$ cat src/rtl/rrts_pkg.sv
// shared types and constants for the round robin thread scheduler
// used by rrts_ctrl, rrts_dp and round_robin_thread_scheduler; no dependencies
`default_nettype none

package rrts_pkg;

  localparam int THREAD_COUNT = 6;
  localparam int SEMA_COUNT   = 4;

  // fixed field widths of the request and result
  localparam int THREAD_W = 3;
  localparam int SEMA_ID_W = 2;
  localparam int VAL_W = 16;

  localparam int THREAD_IDX_W = $clog2(THREAD_COUNT);
  localparam int SEMA_IDX_W   = (SEMA_COUNT > 1) ? $clog2(SEMA_COUNT) : 1;
  localparam int BLK_W        = $clog2(SEMA_COUNT + 1);

  localparam logic signed [VAL_W-1:0] SEMA_MIN = {1'b1, {(VAL_W-1){1'b0}}};
  localparam logic signed [VAL_W-1:0] SEMA_MAX = {1'b0, {(VAL_W-1){1'b1}}};

  typedef enum logic [2:0] {
    CMD_TICK     = 3'd0,
    CMD_SCHEDULE = 3'd1,
    CMD_SLEEP    = 3'd2,
    CMD_WAIT     = 3'd3,
    CMD_SIGNAL   = 3'd4,
    CMD_INIT     = 3'd5
  } cmd_t;

  typedef enum logic [1:0] {
    ST_IDLE,
    ST_EXEC,
    ST_SEARCH,
    ST_DONE
  } state_t;

  typedef struct packed {
    logic [2:0]              cmd;
    logic [SEMA_ID_W-1:0]    sema_id;
    logic [VAL_W-1:0]        sleep_ms;
    logic signed [VAL_W-1:0] init_value;
  } in_req_t;

  typedef struct packed {
    logic [THREAD_W-1:0]     running_thread;
    logic                    caller_blocked;
    logic                    woken_valid;
    logic [THREAD_W-1:0]     woken_thread;
    logic                    none_ready;
    logic signed [VAL_W-1:0] sema_count;
  } out_rsp_t;

  typedef struct packed {
    logic load;
    logic exec;
    logic step;
    logic finish;
  } ctrl_cmd_t;

  typedef struct packed {
    logic need_search;
    logic search_end;
    logic out_busy;
  } dp_stat_t;

endpackage

`default_nettype wire

$ cat src/rtl/round_robin_thread_scheduler.sv
// top level of the round robin thread scheduler with counting semaphores
// depends on rrts_pkg, rrts_ctrl and rrts_dp
//
//   channel | ports                          | payload
//   input   | in_valid, in_stall, in_data    | rrts_pkg::in_req_t (one command)
//   result  | out_valid, out_stall, out_data | rrts_pkg::out_rsp_t (one per command)
//
// one request at a time: accept, an execute state, then a ring search of one
// thread per cycle for schedule, sleep, a blocking wait or a waking signal,
// then a done state that loads the output register once it is free
// synchronous active-low reset clears all thread and semaphore state
// a stalled result holds in the output register while the next request runs
`default_nettype none

module round_robin_thread_scheduler (
  input  wire logic               clk,
  input  wire logic               rst_n,
  input  wire logic               in_valid,
  output logic                    in_stall,
  input  wire rrts_pkg::in_req_t  in_data,
  output logic                    out_valid,
  input  wire logic               out_stall,
  output rrts_pkg::out_rsp_t      out_data
);

  rrts_pkg::ctrl_cmd_t ctrl_cmd;
  rrts_pkg::dp_stat_t  dp_stat;

  rrts_ctrl u_ctrl (
    .clk      (clk),
    .rst_n    (rst_n),
    .in_valid (in_valid),
    .stat     (dp_stat),
    .cmd      (ctrl_cmd),
    .in_stall (in_stall)
  );

  rrts_dp u_dp (
    .clk       (clk),
    .rst_n     (rst_n),
    .in_data   (in_data),
    .cmd       (ctrl_cmd),
    .stat      (dp_stat),
    .out_valid (out_valid),
    .out_stall (out_stall),
    .out_data  (out_data)
  );

endmodule

`default_nettype wire

$ cat src/rtl/rrts_ctrl.sv
// sequencing state machine of the scheduler
// depends on rrts_pkg; drives rrts_dp through ctrl_cmd_t, reads dp_stat_t
`default_nettype none

module rrts_ctrl (
  input  wire logic               clk,
  input  wire logic               rst_n,
  input  wire logic               in_valid,
  input  wire rrts_pkg::dp_stat_t stat,
  output rrts_pkg::ctrl_cmd_t     cmd,
  output logic                    in_stall
);

  rrts_pkg::state_t state_r, state_nxt;

  always_ff @(posedge clk) begin
    if (!rst_n) begin
      state_r <= rrts_pkg::ST_IDLE;
    end else begin
      state_r <= state_nxt;
    end
  end

  always_comb begin
    state_nxt = state_r;
    unique case (state_r)
      rrts_pkg::ST_IDLE: begin
        if (in_valid) state_nxt = rrts_pkg::ST_EXEC;
      end
      rrts_pkg::ST_EXEC: begin
        state_nxt = stat.need_search ? rrts_pkg::ST_SEARCH : rrts_pkg::ST_DONE;
      end
      rrts_pkg::ST_SEARCH: begin
        if (stat.search_end) state_nxt = rrts_pkg::ST_DONE;
      end
      rrts_pkg::ST_DONE: begin
        if (!stat.out_busy) state_nxt = rrts_pkg::ST_IDLE;
      end
      default: state_nxt = rrts_pkg::ST_IDLE;
    endcase
  end

  always_comb begin
    cmd      = '0;
    in_stall = 1'b1;
    unique case (state_r)
      rrts_pkg::ST_IDLE: begin
        in_stall = 1'b0;
        cmd.load = in_valid;
      end
      rrts_pkg::ST_EXEC:   cmd.exec = 1'b1;
      rrts_pkg::ST_SEARCH: cmd.step = 1'b1;
      rrts_pkg::ST_DONE:   cmd.finish = !stat.out_busy;
      default: ;
    endcase
  end

endmodule

`default_nettype wire

$ cat src/rtl/rrts_dp.sv
// scheduler datapath: thread and semaphore state, ring search, result register
// depends on rrts_pkg; controlled by rrts_ctrl
`default_nettype none

module rrts_dp (
  input  wire logic                clk,
  input  wire logic                rst_n,
  input  wire rrts_pkg::in_req_t   in_data,
  input  wire rrts_pkg::ctrl_cmd_t cmd,
  output rrts_pkg::dp_stat_t       stat,
  output logic                     out_valid,
  input  wire logic                out_stall,
  output rrts_pkg::out_rsp_t       out_data
);

  localparam int TIW = rrts_pkg::THREAD_IDX_W;
  localparam int VW  = rrts_pkg::VAL_W;
  localparam logic [TIW-1:0] LAST_T = TIW'(rrts_pkg::THREAD_COUNT - 1);

  rrts_pkg::in_req_t       req_r;
  logic [TIW-1:0]          cur_r, cur_nxt;
  logic [VW-1:0]           sleep_r [rrts_pkg::THREAD_COUNT];
  logic [VW-1:0]           sleep_nxt [rrts_pkg::THREAD_COUNT];
  logic [rrts_pkg::BLK_W-1:0] blk_on_r [rrts_pkg::THREAD_COUNT];
  logic [rrts_pkg::BLK_W-1:0] blk_on_nxt [rrts_pkg::THREAD_COUNT];
  logic signed [VW-1:0]    sema_r [rrts_pkg::SEMA_COUNT];
  logic signed [VW-1:0]    sema_nxt [rrts_pkg::SEMA_COUNT];
  logic [TIW-1:0]          probe_r, probe_nxt;
  logic [TIW-1:0]          cnt_r, cnt_nxt;
  logic                    blk_r, blk_nxt;
  logic                    wv_r, wv_nxt;
  logic [TIW-1:0]          wt_r, wt_nxt;
  logic                    nr_r, nr_nxt;
  rrts_pkg::out_rsp_t      out_r;
  logic                    out_valid_r;

  logic [rrts_pkg::SEMA_IDX_W-1:0] sid;
  logic                    sema_ok;
  logic [rrts_pkg::BLK_W-1:0] blk_code;
  logic signed [VW-1:0]    sema_cur, sema_dec, sema_inc;
  logic                    dec_neg, inc_le0;
  logic                    wake_mode;
  logic [TIW-1:0]          t_next;
  logic                    hit, last;

  assign sid      = rrts_pkg::SEMA_IDX_W'(req_r.sema_id);
  assign sema_ok  = 5'(req_r.sema_id) < 5'(rrts_pkg::SEMA_COUNT);
  assign blk_code = rrts_pkg::BLK_W'(req_r.sema_id) + rrts_pkg::BLK_W'(1);
  assign sema_cur = sema_r[sid];
  assign sema_dec = (sema_cur == rrts_pkg::SEMA_MIN) ? sema_cur : sema_cur - VW'(1);
  assign sema_inc = (sema_cur == rrts_pkg::SEMA_MAX) ? sema_cur : sema_cur + VW'(1);
  assign dec_neg  = sema_dec[VW-1];
  assign inc_le0  = sema_inc[VW-1] || (sema_inc == '0);
  assign wake_mode = (req_r.cmd == rrts_pkg::CMD_SIGNAL);

  // one ring position per search step
  assign t_next = (probe_r == LAST_T) ? '0 : probe_r + TIW'(1);
  assign hit = wake_mode ? (blk_on_r[t_next] == blk_code)
                         : (blk_on_r[t_next] == '0 && sleep_r[t_next] == '0);
  assign last = (cnt_r == LAST_T);

  always_comb begin
    stat.need_search = 1'b0;
    unique case (req_r.cmd)
      rrts_pkg::CMD_SCHEDULE,
      rrts_pkg::CMD_SLEEP:  stat.need_search = 1'b1;
      rrts_pkg::CMD_WAIT:   stat.need_search = sema_ok && dec_neg;
      rrts_pkg::CMD_SIGNAL: stat.need_search = sema_ok && inc_le0;
      default:              stat.need_search = 1'b0;
    endcase
    stat.search_end = hit || last;
    stat.out_busy   = out_valid_r && out_stall;
  end

  always_comb begin
    cur_nxt    = cur_r;
    sleep_nxt  = sleep_r;
    blk_on_nxt = blk_on_r;
    sema_nxt   = sema_r;
    probe_nxt  = probe_r;
    cnt_nxt    = cnt_r;
    blk_nxt    = blk_r;
    wv_nxt     = wv_r;
    wt_nxt     = wt_r;
    nr_nxt     = nr_r;
    if (cmd.exec) begin
      probe_nxt = cur_r;
      cnt_nxt   = '0;
      blk_nxt   = 1'b0;
      wv_nxt    = 1'b0;
      wt_nxt    = '0;
      nr_nxt    = 1'b0;
      unique case (req_r.cmd)
        rrts_pkg::CMD_TICK: begin
          for (int i = 0; i < rrts_pkg::THREAD_COUNT; i++) begin
            if (sleep_r[i] != '0) sleep_nxt[i] = sleep_r[i] - VW'(1);
          end
        end
        rrts_pkg::CMD_SLEEP: sleep_nxt[cur_r] = req_r.sleep_ms;
        rrts_pkg::CMD_WAIT: begin
          if (sema_ok) begin
            sema_nxt[sid] = sema_dec;
            if (dec_neg) begin
              blk_on_nxt[cur_r] = blk_code;
              blk_nxt = 1'b1;
            end
          end
        end
        rrts_pkg::CMD_SIGNAL: begin
          if (sema_ok) sema_nxt[sid] = sema_inc;
        end
        rrts_pkg::CMD_INIT: begin
          if (sema_ok) sema_nxt[sid] = req_r.init_value;
        end
        default: ;
      endcase
    end else if (cmd.step) begin
      probe_nxt = t_next;
      cnt_nxt   = cnt_r + TIW'(1);
      if (hit) begin
        if (wake_mode) begin
          blk_on_nxt[t_next] = '0;
          wv_nxt = 1'b1;
          wt_nxt = t_next;
        end else begin
          cur_nxt = t_next;
        end
      end else if (last && !wake_mode) begin
        // nobody ready, current thread keeps running
        nr_nxt = 1'b1;
      end
    end
  end

  always_ff @(posedge clk) begin
    if (!rst_n) begin
      cur_r       <= '0;
      cnt_r       <= '0;
      out_valid_r <= 1'b0;
      for (int i = 0; i < rrts_pkg::THREAD_COUNT; i++) begin
        sleep_r[i]  <= '0;
        blk_on_r[i] <= '0;
      end
      for (int j = 0; j < rrts_pkg::SEMA_COUNT; j++) begin
        sema_r[j] <= '0;
      end
    end else begin
      cur_r    <= cur_nxt;
      cnt_r    <= cnt_nxt;
      sleep_r  <= sleep_nxt;
      blk_on_r <= blk_on_nxt;
      sema_r   <= sema_nxt;
      if (cmd.finish) begin
        out_valid_r <= 1'b1;
      end else if (!out_stall) begin
        out_valid_r <= 1'b0;
      end
    end
  end

  always_ff @(posedge clk) begin
    if (cmd.load) req_r <= in_data;
    probe_r <= probe_nxt;
    blk_r   <= blk_nxt;
    wv_r    <= wv_nxt;
    wt_r    <= wt_nxt;
    nr_r    <= nr_nxt;
    if (cmd.finish) begin
      out_r.running_thread <= rrts_pkg::THREAD_W'(cur_r);
      out_r.caller_blocked <= blk_r;
      out_r.woken_valid    <= wv_r;
      out_r.woken_thread   <= rrts_pkg::THREAD_W'(wt_r);
      out_r.none_ready     <= nr_r;
      out_r.sema_count     <= sema_ok ? sema_cur : '0;
    end
  end

  assign out_valid = out_valid_r;
  assign out_data  = out_r;

  a_cur_in_ring: assert property (@(posedge clk) disable iff (!rst_n)
    cur_r <= LAST_T)
    else $error("running thread outside the ring");

  a_finish_loads: assert property (@(posedge clk) disable iff (!rst_n)
    cmd.finish |=> out_valid_r)
    else $error("finished request did not reach the output register");

  a_blk_wake_excl: assert property (@(posedge clk) disable iff (!rst_n)
    out_valid_r |-> !(out_r.caller_blocked && out_r.woken_valid))
    else $error("result reports both a block and a wakeup");

  a_nr_wake_excl: assert property (@(posedge clk) disable iff (!rst_n)
    out_valid_r && out_r.none_ready |-> !out_r.woken_valid)
    else $error("result reports no ready thread on a signal");

endmodule

`default_nettype wire

$ cat config.mk
export PLATFORM = sky130hd
export DESIGN_NAME = round_robin_thread_scheduler
export DESIGN_NICKNAME = d
export VERILOG_FILES = /design/src/rtl/rrts_pkg.sv /design/src/rtl/round_robin_thread_scheduler.sv /design/src/rtl/rrts_ctrl.sv /design/src/rtl/rrts_dp.sv
export SDC_FILE = /design/constraint.sdc
export NUM_CORES = 1
export LEC_CHECK = 0
export BUFFER_PORTS_ARGS = -buffer_cell sky130_fd_sc_hd__buf_2
export CAP_MARGIN = 5
export CORE_AREA = 10 10 240 128
export CTS_BUF_LIST = sky130_fd_sc_hd__clkbuf_8
export CTS_CLUSTER_DIAMETER = 30
export CTS_CLUSTER_SIZE = 8
export DETAILED_ROUTE_END_ITERATION = 7
export DIE_AREA = 0 0 250 138
export GPL_TIMING_DRIVEN = 0
export PLACE_DENSITY = 0.75
export REMOVE_ABC_BUFFERS = 1
export SLEW_MARGIN = 20
export SYNTH_ARGS = -nofsm -noshare
export SYNTH_HDL_FRONTEND = slang
export SYNTH_SLANG_ARGS = --single-unit
$ cat constraint.sdc
create_clock -name clk -period 4.1 [get_ports clk]
set_input_delay 0.82 -clock clk [delete_from_list [all_inputs] [get_ports clk]]
set_output_delay 0.82 -clock clk [all_outputs]
set_load 0.03 [all_outputs]
==> summary.txt <==
Timing
  • FMAX: 250.6 MHz
  • WHS: ~0.41 ns
  • Final setup viols: 0
  • Final Skew: 0.03169 ns
  • Worst slew pin tran: 1.155 ns
  • Final Hold Fails: 0
  • Unrepaired setup endpoints after global routing: false
  • Tcrit/Tclk final: around 100%
  • Fin. max-slew vios: 0
  • Max transition margin: between 20% and 30%
  • Worst Slack Setup Final: approximately 0.11 ns
  • Period minus WS final: 3.990 ns

Setup path
  • Crit-path max cell delay: 0.68 ns
  • Crit path cell chain: buf_12 > buf_16 > mux4_2 > nor3_1 > nand3_1 > nor3_2 > xnor2_1 > a2bb2oi_2 > nand2b_2 > o221a_1
  • Critical Path Start Type: flip-flop
  • Worst Path Max Fanout: 18
  • Critical Path End Type: flip-flop
  • Family with the most delay on the worst path: simple AND/OR/NAND/NOR gates
  • Critical path class: reg -> reg
  • Critical Path RT: 4.61 ns
  • CP Data Arrival Time: roughly 4.5 ns
  • Critical path buffer and inverter count: 2
  • Crit-path slowest cell: mux4_2

Power
  • Seq pwr share: 32.5%
  • Pwr dens: about 660 mW/mm2
  • Internal: around 6.3 mW
  • Total power: approximately 11 mW
  • Clock share of power: 23.3%
  • Comb pwr share: 44.2%
  • Switching Share: 44.02%
  • Psw: 4.917 mW
  • Worst VDD drop: 324.5 uV
  • P_leak: 6.264 nW

Final layout
  • NumNets Final: about 1900
  • Final instance area: 0.01692 mm2
  • P&R area growth vs syn: 11.57%
  • Fraction of layout cells with a size suffix above 1: 13.57%
  • Final core utilization: 63.03%
  • Inserted Diodes: 0

Yosys
  • Count of different cell masters after synthesis: 83
  • Seq/Total Area, Yosys: between 30% and 40%
  • Mapped Avg Cell Area: 8.189 um2
  • Flops & latches, synth: roughly 260
  • Ys async rst share: 0%
  • Synth Warn #: 0
  • Mapped Cells: 1852
  • Post-Syn Area: about 0.015 mm2
  • Post-synth EDFFs: 66
  • Most used DFF post-synth: dfxtp_1

CTS
  • Clock Path Buffers: 3
  • Root Buffer: clkbuf_8
  • CTS tree: yes
  • H-Tree Depth: 2
  • Inserted Clock Buffers: 46
  • Clk pin slew, worst setup/hold paths: 0.06 ns
  • # clock sinks: 258
  • Clock Latency Late Sink: roughly 0.59 ns

GRT
  • Initial antenna violation count: 0
  • Gr busiest metal: met1
  • Total track usage: 27.21%
  • Vias in the first global route: 13724
  • Met3 Use GR: around 9.9%
  • M1 GR Usage: between 40 and 50%
  • Largest net degree at the start of global routing: 71
  • First-pass GRT wire length: 77.48 mm
  • GRT Residual Overflow: 0
  • Grt met2 use: 34.89%

Floorplanning
  • Cell Rows: 43
  • Die area: 0.03450 mm2
  • Core region area: 0.02685 mm2
  • I/O Pins: slightly below 70
  • Die H: roughly 140 um
  • Die Wd: 250 um
  • Initial Util: 56.49%

Drt
  • Drt drc: 0
  • DR vias: 15185
  • DR WL/cell: 22.18 um
  • Vias per inst: 6.758
  • Post-Route WL: 49.84 mm
  • Antenna viol nets, final: 0
  • First drt pass iteration count: 6
  • Initial drt markers: 2543

Placement
  • Setup WS pre-CTS: -0.3756 ns
  • GPL Wtd Cong: 1.011
  • Post-DP HPWL: 33.67 mm
  • # port buffers: 67
  • Area post-placement: 0.01586 mm2

Outcome
  • Status: complete, no violations

Worst hold path
  • Hold crit path type: in -> reg

Job
  • Maxcap violations: 0
==> cell usage after synthesis, types with 14 or more instances <==
library cell | instances | share of area (%)
a21oi_1 | 289 | 9.5
nor2_1 | 226 | 5.6
dfxtp_1 | 192 | 25
o21ai_0 | 161 | 5.3
clkbuf_1 | 119 | 2.9
nand2_1 | 118 | 2.9
nor3_1 | 72 | 2.4
edfxtp_1 | 66 | 13
mux2i_1 | 46 | 3.0
inv_1 | 43 | 1.1
o221ai_1 | 31 | 1.8
nor2b_1 | 27 | 1.1
nor4_1 | 22 | 0.91
a211oi_1 | 20 | 0.99
a221oi_1 | 20 | 1.2
a22oi_1 | 20 | 0.99
xnor2_1 | 20 | 1.2
a31oi_1 | 19 | 0.78
ha_1 | 19 | 1.6
nand3_1 | 19 | 0.63
o221a_1 | 19 | 1.4
and2_1 | 18 | 0.74
or2_2 | 17 | 0.70
xor2_1 | 17 | 0.98
buf_2 | 15 | 0.49
mux4_2 | 14 | 2.1
==> final timing paths <==
| path | endpoint | slack [ns] | start | depth (start not counted) |
|---|---|---|---|---|
| worst min register to register | u_dp.out_data[19] | 0.44 | u_dp.wt_r[2] | 0 |
| worst max-delay path | u_dp.blk_on_r[1] | 0.11 | u_dp.sid[1] | 10 |
| worst max register to register | u_dp.blk_on_r[1] | 0.11 | u_dp.sid[1] | 10 |
| worst min-delay path | u_dp.req_r[29] | 0.41 | in_data[29] | 1 |
==> worst reg2reg max path: cells and delay by family (launching register included) <==
family | cells | cell delay, ns
AOI/OAI and AO/OA | 2 | 0.69
and+or+nand+nor | 4 | 1.57
xor gates and xnor gates | 1 | 0.28
buffers and inverters | 2 | 0.32
muxes | 1 | 0.69
DFF | 1 | 0.38
==> state kept, by name, summed over array words and instances (netlist names) <==
register	count
u_dp.out_valid	1
u_dp.cur_r	3
u_dp.nr_r	1
u_dp.sid	2
u_dp.wv_r	1
u_dp.wt_r	3
u_dp.req_r	35
u_dp.blk_on_r	18
u_dp.probe_r	3
u_dp.sleep_r	96
u_dp.sema_r	64
u_dp.cnt_r	3
u_dp.blk_r	1
u_ctrl.state_r	2
u_dp.out_data	25
==> layer usage <==
metal	up-vias	wire length, um
met3	118	7385
met5	-	0
met1	7168	22250
met2	1039	19100
li1	6860	-
met4	0	1108
==> area by class of cell <==
cell class	instances	area [um2]
Timing Repair Buffer	94	795.8
Multi-Input combinational cell	1406	8703
Tap cell	360	450.4
Inverter	44	167.7
Clock buffer	53	729.5
Sequential cell	258	5826
Clock inverter	32	249.0
Fill cell	2253	9926
==> per-stage QoR <==
step / std cells / TNS, ns
after floorplan: 1708 / 0
after global placement: 2135 / -196.96
after detailed placement: 2156 / -8.778
after CTS: 2247 / 0
after global routing: 2247 / 0
final: 2247 / 0
==> power groups by stage <==
stage	Clock (mW)	Combinational, mW	Sequential [mW]
final	2.60	4.94	3.63
after global routing	2.74	5.37	3.66
after CTS	2.62	4.75	3.58
after detailed placement	0	4.66	3.66
after global placement	0	4.34	3.66
after floorplan	0	3.28	3.46
==> cell families (layout without fill, tap and decap cells) <==
| group | after synthesis | count (layout) | share of synthesized area [%] |
|---|---|---|---|
| DFF | 258 | 258 | 38.41 |
| AOI/OAI and AO/OA | 660 | 660 | 26.54 |
| adders and majority gates | 19 | 19 | 1.568 |
| xor gates and xnor gates | 37 | 37 | 2.137 |
| muxes | 77 | 77 | 6.600 |
| and+or+nand+nor | 613 | 613 | 19.76 |
| buffers and inverters | 188 | 223 | 4.983 |
==> cells in the final DEF (no fill, tap or decap), drive strengths merged, types with 25 or more instances in the layout <==
cell type,n
nor4,25
inv,61
nor2,226
o221ai,31
a21oi,289
nor3,74
clkbuf,53
edfxtp,66
nand2,119
nor2b,27
dfxtp,192
buf,94
o21ai,164
mux2i,46
o221a,27
==> timing repair <==
| item | CTS | global route |
|---|---|---|
| hold buffers | 0 | 0 |
| buffers inserted | 6 | 0 |
| endpoints found under the setup margin | 41 | 15 |
| gates resized for setup | 3 | 2 |
| gates cloned | 0 | 0 |
| hold endpoints to repair | 0 | 0 |
Power figures use the tool's default switching activity.
